File: src/hdl/sld_pkg.sv
// Shared constants and types for the sync/length deframer.
package sld_pkg;

	localparam int SYNC_LENGTH_DEF  = 8;
	localparam int LENGTH_BYTES_DEF = 8;
	localparam int QUEUE_DEPTH_DEF  = 4;

	localparam logic [7:0] SYNC_BYTE = 8'hFF;

	typedef struct packed {
		logic [7:0] payload_byte;
		logic       first_of_frame;
		logic       last_of_frame;
	} sld_item_t;

endpackage

File: src/hdl/sld_front.sv
// Front end: sync hunt, length capture and payload byte classification.
module sld_front
	import sld_pkg::*;
#(
	parameter int SYNC_LENGTH  = SYNC_LENGTH_DEF,
	parameter int LENGTH_BYTES = LENGTH_BYTES_DEF
) (
	input  logic       clk,
	input  logic       arst_n,
	input  logic       take,
	input  logic [7:0] rx_byte,
	output logic       emit,
	output sld_item_t  item
);

	localparam int SCW = (SYNC_LENGTH > 1) ? $clog2(SYNC_LENGTH) : 1;
	localparam int HCW = (LENGTH_BYTES > 1) ? $clog2(LENGTH_BYTES) : 1;
	localparam int LW  = 8 * LENGTH_BYTES;

	localparam logic [SCW-1:0] SYNC_LAST = SCW'(SYNC_LENGTH - 1);
	localparam logic [HCW-1:0] HDR_LAST  = HCW'(LENGTH_BYTES - 1);

	typedef enum logic [2:0] {
		PH_HUNT = 3'b001,
		PH_LEN  = 3'b010,
		PH_DATA = 3'b100
	} phase_t;

	phase_t         phase_q;
	logic [SCW-1:0] sync_cnt_q;
	logic [HCW-1:0] hdr_cnt_q;
	logic [LW-1:0]  len_acc_q;
	logic [LW-1:0]  remaining_q;
	logic           at_start_q;

	logic [LW-1:0] len_next;
	logic          rem_last;

	assign len_next = (len_acc_q << 8) | LW'(rx_byte);
	assign rem_last = (remaining_q >> 1) == '0;

	assign emit                = take && (phase_q == PH_DATA);
	assign item.payload_byte   = rx_byte;
	assign item.first_of_frame = at_start_q;
	assign item.last_of_frame  = rem_last;

	always_ff @(posedge clk or negedge arst_n) begin
		if (!arst_n) begin
			phase_q     <= PH_HUNT;
			sync_cnt_q  <= '0;
			hdr_cnt_q   <= '0;
			len_acc_q   <= '0;
			remaining_q <= '0;
			at_start_q  <= 1'b0;
		end else if (take) begin
			case (phase_q)
				PH_LEN: begin
					len_acc_q <= len_next;
					hdr_cnt_q <= hdr_cnt_q + 1'b1;
					if (hdr_cnt_q == HDR_LAST) begin
						hdr_cnt_q <= '0;
						if (len_next == '0) begin
							phase_q    <= PH_HUNT;
							sync_cnt_q <= '0;
							len_acc_q  <= '0;
						end else begin
							phase_q     <= PH_DATA;
							remaining_q <= len_next;
							at_start_q  <= 1'b1;
						end
					end
				end
				PH_DATA: begin
					at_start_q <= 1'b0;
					if (remaining_q != '0)
						remaining_q <= remaining_q - 1'b1;
					if (rem_last) begin
						phase_q    <= PH_HUNT;
						sync_cnt_q <= '0;
						hdr_cnt_q  <= '0;
						len_acc_q  <= '0;
					end
				end
				default: begin
					phase_q <= PH_HUNT;
					if (rx_byte == SYNC_BYTE) begin
						if (sync_cnt_q == SYNC_LAST) begin
							sync_cnt_q <= '0;
							hdr_cnt_q  <= '0;
							len_acc_q  <= '0;
							phase_q    <= PH_LEN;
						end else begin
							sync_cnt_q <= sync_cnt_q + 1'b1;
						end
					end else begin
						sync_cnt_q <= '0;
					end
				end
			endcase
		end
	end

endmodule

File: src/hdl/sld_queue.sv
// Result queue between the front end and the output side.
module sld_queue
	import sld_pkg::*;
#(
	parameter int DEPTH = QUEUE_DEPTH_DEF
) (
	input  logic      clk,
	input  logic      arst_n,
	input  logic      wr_en,
	input  sld_item_t wr_item,
	input  logic      rd_en,
	output sld_item_t rd_item,
	output logic      full,
	output logic      empty
);

	localparam int PW = (DEPTH > 1) ? $clog2(DEPTH) : 1;
	localparam int CW = $clog2(DEPTH + 1);

	localparam logic [PW-1:0] PTR_LAST = PW'(DEPTH - 1);
	localparam logic [CW-1:0] CNT_FULL = CW'(DEPTH);

	sld_item_t     mem_q [DEPTH];
	logic [PW-1:0] wr_ptr_q;
	logic [PW-1:0] rd_ptr_q;
	logic [CW-1:0] count_q;

	logic do_wr;
	logic do_rd;

	assign full    = (count_q == CNT_FULL);
	assign empty   = (count_q == '0);
	assign do_wr   = wr_en && !full;
	assign do_rd   = rd_en && !empty;
	assign rd_item = mem_q[rd_ptr_q];

	always_ff @(posedge clk) begin
		if (do_wr)
			mem_q[wr_ptr_q] <= wr_item;
	end

	always_ff @(posedge clk or negedge arst_n) begin
		if (!arst_n) begin
			wr_ptr_q <= '0;
			rd_ptr_q <= '0;
			count_q  <= '0;
		end else begin
			if (do_wr)
				wr_ptr_q <= (wr_ptr_q == PTR_LAST) ? '0 : wr_ptr_q + 1'b1;
			if (do_rd)
				rd_ptr_q <= (rd_ptr_q == PTR_LAST) ? '0 : rd_ptr_q + 1'b1;
			if (do_wr && !do_rd)
				count_q <= count_q + 1'b1;
			else if (do_rd && !do_wr)
				count_q <= count_q - 1'b1;
		end
	end

endmodule

File: src/hdl/sync_length_deframer.sv
// Top level of the sync-word, length-prefixed byte stream deframer.
// Takes one byte per cycle whenever full is low. A run of SYNC_LENGTH 0xFF
// bytes marks sync, the next LENGTH_BYTES bytes give the big-endian payload
// length, and that many bytes are then passed out with first/last-of-frame
// marks; a zero length goes straight back to hunting. A payload byte is
// written into a QUEUE_DEPTH-entry queue and is seen on the result side once
// it reaches the head of that queue; full rises only when that queue has
// filled because pop is held low.
module sync_length_deframer
	import sld_pkg::*;
#(
	parameter int SYNC_LENGTH  = SYNC_LENGTH_DEF,
	parameter int LENGTH_BYTES = LENGTH_BYTES_DEF,
	parameter int QUEUE_DEPTH  = QUEUE_DEPTH_DEF
) (
	input  logic       clk,
	input  logic       arst_n,
	input  logic       push,
	output logic       full,
	input  logic [7:0] rx_byte,
	output logic       empty,
	input  logic       pop,
	output logic [7:0] payload_byte,
	output logic       first_of_frame,
	output logic       last_of_frame
);

	logic      take;
	logic      emit;
	sld_item_t front_item;
	sld_item_t head_item;

	assign take = push && !full;

	sld_front #(
		.SYNC_LENGTH (SYNC_LENGTH),
		.LENGTH_BYTES(LENGTH_BYTES)
	) u_front (
		.clk    (clk),
		.arst_n (arst_n),
		.take   (take),
		.rx_byte(rx_byte),
		.emit   (emit),
		.item   (front_item)
	);

	sld_queue #(
		.DEPTH(QUEUE_DEPTH)
	) u_queue (
		.clk    (clk),
		.arst_n (arst_n),
		.wr_en  (emit),
		.wr_item(front_item),
		.rd_en  (pop),
		.rd_item(head_item),
		.full   (full),
		.empty  (empty)
	);

	assign payload_byte   = head_item.payload_byte;
	assign first_of_frame = head_item.first_of_frame;
	assign last_of_frame  = head_item.last_of_frame;

endmodule

File: config.mk
export PLATFORM = sky130hd
export DESIGN_NAME = sync_length_deframer
export DESIGN_NICKNAME = d
export VERILOG_FILES = /design/src/hdl/sld_pkg.sv /design/src/hdl/sld_front.sv /design/src/hdl/sld_queue.sv /design/src/hdl/sync_length_deframer.sv
export SDC_FILE = /design/constraint.sdc
export NUM_CORES = 1
export LEC_CHECK = 0
export ABC_AREA = 0
export BUFFER_PORTS_ARGS = -buffer_cell sky130_fd_sc_hd__buf_2
export CORE_ASPECT_RATIO = 0.8
export CORE_MARGIN = 1
export CORE_UTILIZATION = 45
export DETAILED_ROUTE_END_ITERATION = 6
export PLACE_DENSITY = 0.59
export SYNTH_ARGS = -nofsm -noshare
export SYNTH_HDL_FRONTEND = slang
export SYNTH_HIERARCHICAL = 1
export SYNTH_SLANG_ARGS = --single-unit
File: constraint.sdc
create_clock -name clk -period 4.9 [get_ports clk]
set_clock_uncertainty 0.1 [all_clocks]
set_input_delay 0.49 -clock clk [delete_from_list [all_inputs] [get_ports clk]]
set_output_delay 0.49 -clock clk [all_outputs]
set_load 0.01 [all_outputs]
==> results of run 1 <==
==> through the flow <==
step | utilization | worst slack (ns) | cells | cell area [sq um] | hold WS, ns
after floorplan | - | 1.59 | 985 | 9500 | 0.0944
after global placement | 0.469 | 1.14 | 1213 | 9710 | 0.383
after detailed placement | 0.469 | 1.21 | 1213 | 9710 | 0.381
after CTS | 0.498 | 1.21 | 1245 | 10300 | 0.0161
after global routing | 0.498 | 0.999 | 1245 | 10300 | 0.0364
final | 0.498 | 1.15 | 1245 | 10300 | -0.0168
==> state kept, by name (all words and copies together) (netlist names) <==
register             count
u_front/remaining_q     64
u_front/sync_cnt_q       3
u_front/at_start_q       1
u_queue/count_q          3
u_queue/wr_ptr_q         2
u_front/phase_q          3
u_front/len_acc_q       56
u_queue/rd_ptr_q         2
u_front/hdr_cnt_q        3
u_queue/mem_q           40
==> layer usage <==
metal,vias to the layer above,part of all wire,global-route usage
li1,3668,-,-
met1,4059,0.51,0.431
met2,340,0.42,0.349
met3,10,0.071,0.0500
met4,0,0.0044,0.0561
met5,-,0,0
==> power breakdown <==
group / total (uW) / switching (uW) / internal, uW / leakage (uW)
Combinational: 2240 / 1350 / 891 / 0.00150
Sequential: 2810 / 762 / 2050 / 0.00209
Clock: 1380 / 685 / 692 / 0.000294
Total: 6420 / 2790 / 3630 / 0.00388
==> cell usage after synthesis, drive strengths merged (4+ instances only) <==
cell     count  share of area
nor2        58          0.023
nor4        41          0.031
a21oi       43          0.023
or4          6         0.0047
a21o         6         0.0047
buf         38          0.027
and3         4         0.0026
nor3b        5         0.0045
a41oi        4         0.0037
nand4b       4         0.0037
nand2b       4         0.0026
mux2         7         0.0091
ha          11          0.014
nor3        36          0.019
o21ai      111          0.058
a31oi       36          0.024
inv         70          0.028
edfxtp      40           0.13
or3          9         0.0059
nor2b        4         0.0034
clkbuf      45          0.018
o22a         6         0.0055
o31ai       20          0.016
and2         8         0.0053
or2          9         0.0059
nand4       73          0.050
a22oi       10         0.0079
o2bb2ai      4         0.0037
a2bb2oi      7         0.0065
o22ai        8         0.0053
nand3       24          0.013
o211ai       5         0.0040
nand2       42          0.017
a22o         5         0.0046
dfrtp      136           0.36
mux4        10          0.024
==> logic make-up (layout without fill, tap and decap cells) <==
| logic type | after synthesis | in the layout | synth area share |
|---|---|---|---|
| flops | 177 | 177 | 0.488 |
| buf+inv | 153 | 144 | 0.0728 |
| xor+xnor | 3 | 3 | 0.00277 |
| compound gates | 288 | 288 | 0.189 |
| mux | 20 | 20 | 0.0360 |
| simple gates | 332 | 332 | 0.196 |
| fa+ha+maj | 12 | 12 | 0.0166 |
==> how the worst max path moves through the flow <==
| stage | startpoint | to | slack, ns |
|---|---|---|---|
| floorplan | rx_byte[3] | u_queue/count_q[1] | 1.59 |
| global placement | rx_byte[3] | u_queue/count_q[1] | 1.14 |
| detailed placement | rx_byte[3] | u_queue/count_q[1] | 1.21 |
| CTS | u_front/len_acc_q[32] | u_queue/count_q[1] | 1.21 |
| global route | u_front/len_acc_q[32] | u_queue/count_q[1] | 1.0 |
| finish | u_front/len_acc_q[23] | u_queue/count_q[1] | 1.15 |
==> worst register-to-register path, stage by stage, from the launching register on <==
cell and delay [ns]:
dfrtp_1 0.44, nor4_1 0.73, nand4_1 0.17, nor4_1 0.49, buf_4 0.28, a21o_1 0.15
nor2_1 0.05, nor2b_1 0.24, ha_1 0.29, inv_1 0.07, fa_1 0.40, mux2_2 0.27
==> final cells by class <==
class / instances / area share
clock inverter: 15 / 0.0171
inverter: 70 / 0.0255
sequential: 177 / 0.449
timing repair buffer: 42 / 0.0256
tap: 269 / 0.0326
multi-input combinational: 655 / 0.409
clock buffer: 17 / 0.0413
==> run summary, run 1 <==
status: finished with violations
failing checks: hold timing
number of max-cap violations: 0
Worst Path Max Fanout: 7
CP max-delay cell: nor4_1
vias in the first global route: 7367
antenna viol nets, final: 0
Crit path depth: 11
Die Wd: 164 microns
Diodes inserted: 0
crit-path cells: nor4_1 > nand4_1 > nor4_1 > buf_4 > a21o_1 > nor2_1 > nor2b_1 > ha_1 > inv_1 > fa_1 > mux2_2
hold slack final: -0.0168 ns
CP arrival: 3.98 ns
Post-synth ARST share: 0.774
Nets: 987
die area: 0.0217 sq mm
DRC: 0
largest net degree at the start of global routing: 107
Crit Path Class: flip-flop to flip-flop
Slew @ Worst Pin: 1.06 ns
Fmax: 266 MHz
CP Buf/Inv Count: 2
CP endpoint kind: flip-flop
R2R Setup Slk: 1.15 ns
TritonCTS Buffers: 17
Worst setup SP type: flip-flop
via-per-instance ratio: 6.49
Final setup viols: 0
Remaining Overflow, GRT: 0
WL final: 27300 microns
Max rail drop VDD: 0.251 mV
WL/cell: 21.9 microns
CTS Buffer Depth: 2
Worst path max stage delay: 0.73 ns
Top cell by count, worst path: nor4_1
Die Ht: 132 microns
clock latency on the worst-skew pair: 0.44 ns
initial antenna violation count: 0
global-route wire length before repair: 43500 microns
reg2reg start: u_front/len_acc_q[23]
Post-CTS Hold Fix Bufs: 0
synth warn: 6
worst min path class: input port to async pin
setup_tns: 0 ns
Post-CTS Setup Bufs: 0
GP Congestion: 0.842
synthesized flop and latch total: 177
RSZ-0062 raised after global routing: no
most frequent cells in the layout: dfrtp_1 (136), o21ai_0 (110), nand4_1 (72)
Unique masters post-synth: 71
1st-iter DRT viols: 950
normalized max-slew margin: 0.296
first drt pass iteration count: 6
DR vias: 8077
gr usage total: 0.262
synthesized net count: 1009
static leakage power: 0.00388 uW
FF+latch area: 0.00463 sq mm
Tmin final: 3.75 ns
Critical R2R Capture: u_queue/count_q[1]
Syn Std Cell Area: 0.00950 sq mm
FP Rows: 47
Core Box Area: 0.0207 sq mm
Fill cells: 1945
Worst-path clk slew: 0.08 ns
Post-CTS Resized: 0
Hold Fails Final Rpt: 6
CP top delay family: simple AND/OR/NAND/NOR gates
share of cells above drive strength 1: 0.124
CTS Sinks: 177
Root Driver: clkbuf_16
most common cell after layout, fill and taps aside: dfrtp_1
Ports: 24
Mapped Avg Cell Area: 9.64 sq um
initial core utilization: 0.459
CTS H-tree depth: 4
post-DP HPWL: 17400 microns
post-synthesis sequential area ratio: 0.488
Worst EP required: 5.12 ns
multi-input logic area: 0.00422 sq mm
Synth Instances: 985
fin. max-slew vios: 0
pwr/cell area: 623 mW/mm^2
reg2reg path depth: 11
Final Cycle Share: 0.766
dominant synthesized flop cell: dfrtp_1
TritonCTS clock tree: done
Area growth, synth to finish: 8.56%
Port Buffer Count: 23
Total Power: 6420 uW
Post-synth EDFFs: 40
No activity file was read; power rests on OpenSTA's default activity.
==> inputs of run 2 (changes only) <==
--- a/config.mk
+++ b/config.mk
@@ -5,13 +5,13 @@
 export SDC_FILE = /design/constraint.sdc
 export NUM_CORES = 1
 export LEC_CHECK = 0
-export ABC_AREA = 0
+export ABC_AREA = 1
 export BUFFER_PORTS_ARGS = -buffer_cell sky130_fd_sc_hd__buf_2
 export CORE_ASPECT_RATIO = 0.8
 export CORE_MARGIN = 1
 export CORE_UTILIZATION = 45
 export DETAILED_ROUTE_END_ITERATION = 6
-export PLACE_DENSITY = 0.59
+export PLACE_DENSITY = 0.58
 export SYNTH_ARGS = -nofsm -noshare
 export SYNTH_HDL_FRONTEND = slang
 export SYNTH_HIERARCHICAL = 1
==> constraint.sdc (replaced) <==
create_clock -name clk -period 3.7 [get_ports clk]
set_clock_uncertainty 0.1 [all_clocks]
set_input_delay 0.37 -clock clk [delete_from_list [all_inputs] [get_ports clk]]
set_output_delay 0.37 -clock clk [all_outputs]
set_load 0.01 [all_outputs]
==> run 2 against run 1 <==
The run now ends clean. Utilization up 0.39 points. Area after synthesis up 16%. Via count up 21%. Global-route usage up 0.91 points. Final cell count up 52%. Wire length up 19%. Worst setup slack worse by 0.24 ns. Critical path depth down 3.
==> run summary, run 2 <==
area leader, netlist: dfrtp_1
synth top area cells: dfrtp_1 (31%), nand2_1 (19%), edfxtp_1 (11%), nor2_1 (8.3%), inv_1 (5.8%)
Total Power: 8560 uW
synthesized flop and latch total: 177
CP arrival: 2.75 ns
dominant synthesized flop cell: dfrtp_1
number of max-cap violations: 0
Worst-path clk slew: 0.07 ns
Tmin final: 2.79 ns
biggest regs: u_front/remaining_q x64, u_front/len_acc_q x56, u_queue/mem_q x40
TritonCTS Buffers: 17
post-synthesis sequential area ratio: 0.419
Fmax: 358 MHz
post-DP HPWL: 23800 microns
normalized max-slew margin: 0.257
CTS Sinks: 177
most frequent cells after synthesis: nand2_1 (552), nor2_1 (245), inv_1 (170), dfrtp_1 (136), nand3_1 (120)
net load switching power: 3770 uW
via-per-instance ratio: 5.20
most frequent cells in the layout: nand2_1 (552), nor2_1 (244), inv_1 (169)
pwr/cell area: 719 mW/mm^2
Post-synth ARST share: 0.774
Unique masters post-synth: 40
Top reg by flops: u_front/remaining_q
synthesized net count: 1592
antenna viol nets, final: 0
Area growth, synth to finish: 7.80%
Post-CTS Resized: 0
Worst setup SP type: flip-flop
Remaining Overflow, GRT: 0
Diodes inserted: 0
first drt pass iteration count: 6
Slew @ Worst Pin: 1.11 ns
FP Rows: 50
CTS Buffer Depth: 2
reg2reg path depth: 8
number of flip-flops under the largest register name: 64
status: completed
setup_tns: 0 ns
Synth Instances: 1568
Post-synth EDFFs: 40
grt peak-use layer: met1
vias in the first global route: 8896
worst min path class: input port to flip-flop
Sequential Power Share: 0.373
DR vias: 9809
share of cells above drive strength 1: 0.120
most frequent cell after synthesis: nand2_1
CTS H-tree depth: 4
GR Util met3: 0.0716
synth warn: 6
RSZ-0062 raised after global routing: no
GP Congestion: 0.966
Worst EP required: 3.65 ns
Max rail drop VDD: 0.337 mV
initial antenna violation count: 0
hold path cells: 3
FF+latch area: 0.00463 sq mm
final core occ: 0.502
WL final: 32300 microns
most common cell after layout, fill and taps aside: nand2_1
multi-input logic area: 0.00532 sq mm
clock latency on the worst-skew pair: 0.44 ns
fin. max-slew vios: 0
Ports: 24
Gate power share: 0.396
CP endpoint kind: flip-flop
largest net degree at the start of global routing: 83
Final Cycle Share: 0.755
Hold Fails Final Rpt: 0
Port Buffer Count: 23
Mapped Avg Cell Area: 7.04 sq um
Nets: 1587
Fill cells: 2381
Core Box Area: 0.0237 sq mm
sw frac: 0.440
GR Util met1: 0.431
static leakage power: 0.00583 uW
Crit Path Class: flip-flop to flip-flop
P_int: 4790 uW
initial core utilization: 0.466
DRC: 0
TritonCTS clock tree: done
Die Ht: 142 microns
Die Wd: 177 microns
WL/cell: 17.1 microns
Syn Std Cell Area: 0.0110 sq mm
global-route wire length before repair: 50900 microns
1st-iter DRT viols: 1224
Post-CTS Setup Bufs: 0
Worst Path Max Fanout: 10
Root Driver: clkbuf_16
met2 Use GR: 0.356
clock power share: 0.230
die area: 0.0252 sq mm
post-synth top area share: 0.308
Final setup viols: 0
gr usage total: 0.271
## run 2: layout make-up
cell class | instances | share of cell area
sequential | 177 | 0.389
inverter | 175 | 0.0552
timing repair buffer | 37 | 0.0234
clock buffer | 17 | 0.0357
tap | 312 | 0.0328
multi-input combinational | 1155 | 0.447
clock inverter | 15 | 0.0172
## run 2: power groups by stage
stage | registers [uW] | logic (uW) | clock network (uW)
3_3_place_gp | 3190 | 3330 | 0
6_report | 3190 | 3390 | 1970
3_5_place_dp | 3210 | 3330 | 0
5_1_grt | 3270 | 3830 | 2090
2_1_floorplan | 2980 | 2480 | 0
4_1_cts | 3180 | 3350 | 2020
## run 2: what timing repair did
action,CTS,global route
hold buffers,1,0
endpoints found under the setup margin,0,0
endpoints found under the hold margin,80,0
## run 2: logic make-up after synthesis
kind of cell	count (synthesis)	share of synthesized area
AOI/OAI and AO/OA	135	0.0840
xor gates and xnor gates	4	0.00317
adders and majority gates	12	0.0143
buffers and inverters	236	0.0999
DFF	177	0.419
and+or+nand+nor	1004	0.379
## run 2: critical path, cell delays in order (launching register included)
cell,delay [ns]
dfrtp_1,0.41
inv_1,0.07
nand3_1,0.15
inv_1,0.10
nor2_2,0.24
inv_1,0.10
nor2_1,0.22
nand2_2,0.15
nor2_1,0.85
## run 2: metrics by stage
stage / cells / area (sq um) / hold slack (ns) / setup slack [ns]
6_report: 1888 / 11900 / 0.0860 / 0.907
5_1_grt: 1888 / 11900 / 0.0941 / 0.680
4_1_cts: 1888 / 11900 / 0.0599 / 0.847
3_5_place_dp: 1855 / 11300 / 0.367 / 0.854
3_3_place_gp: 1855 / 11300 / 0.370 / 0.891
2_1_floorplan: 1568 / 11000 / -0.0256 / 1.16
## run 2: path summary, 6_finish.rpt
check,from,endpoint,slack (ns)
worst max-delay path,u_queue/count_q[0],u_queue/mem_q[0][1],0.91
worst min-delay path,pop,u_queue/rd_ptr_q[0],0.09
worst max register to register,u_queue/count_q[0],u_queue/mem_q[0][1],0.91
worst min register to register,u_front/sync_cnt_q[1],u_front/sync_cnt_q[1],0.38
max in group asynchronous,arst_n,u_front/len_acc_q[50],2.18
min in group asynchronous,arst_n,u_front/remaining_q[5],0.47
## run 2: metal layers
layer / vias to the layer above / wire length (microns) / share of wire
met5: - / 0 / 0
met2: 313 / 12600 / 0.39
met1: 4589 / 16500 / 0.51
li1: 4881 / - / -
met4: 0 / 381 / 0.012
met3: 26 / 2850 / 0.088
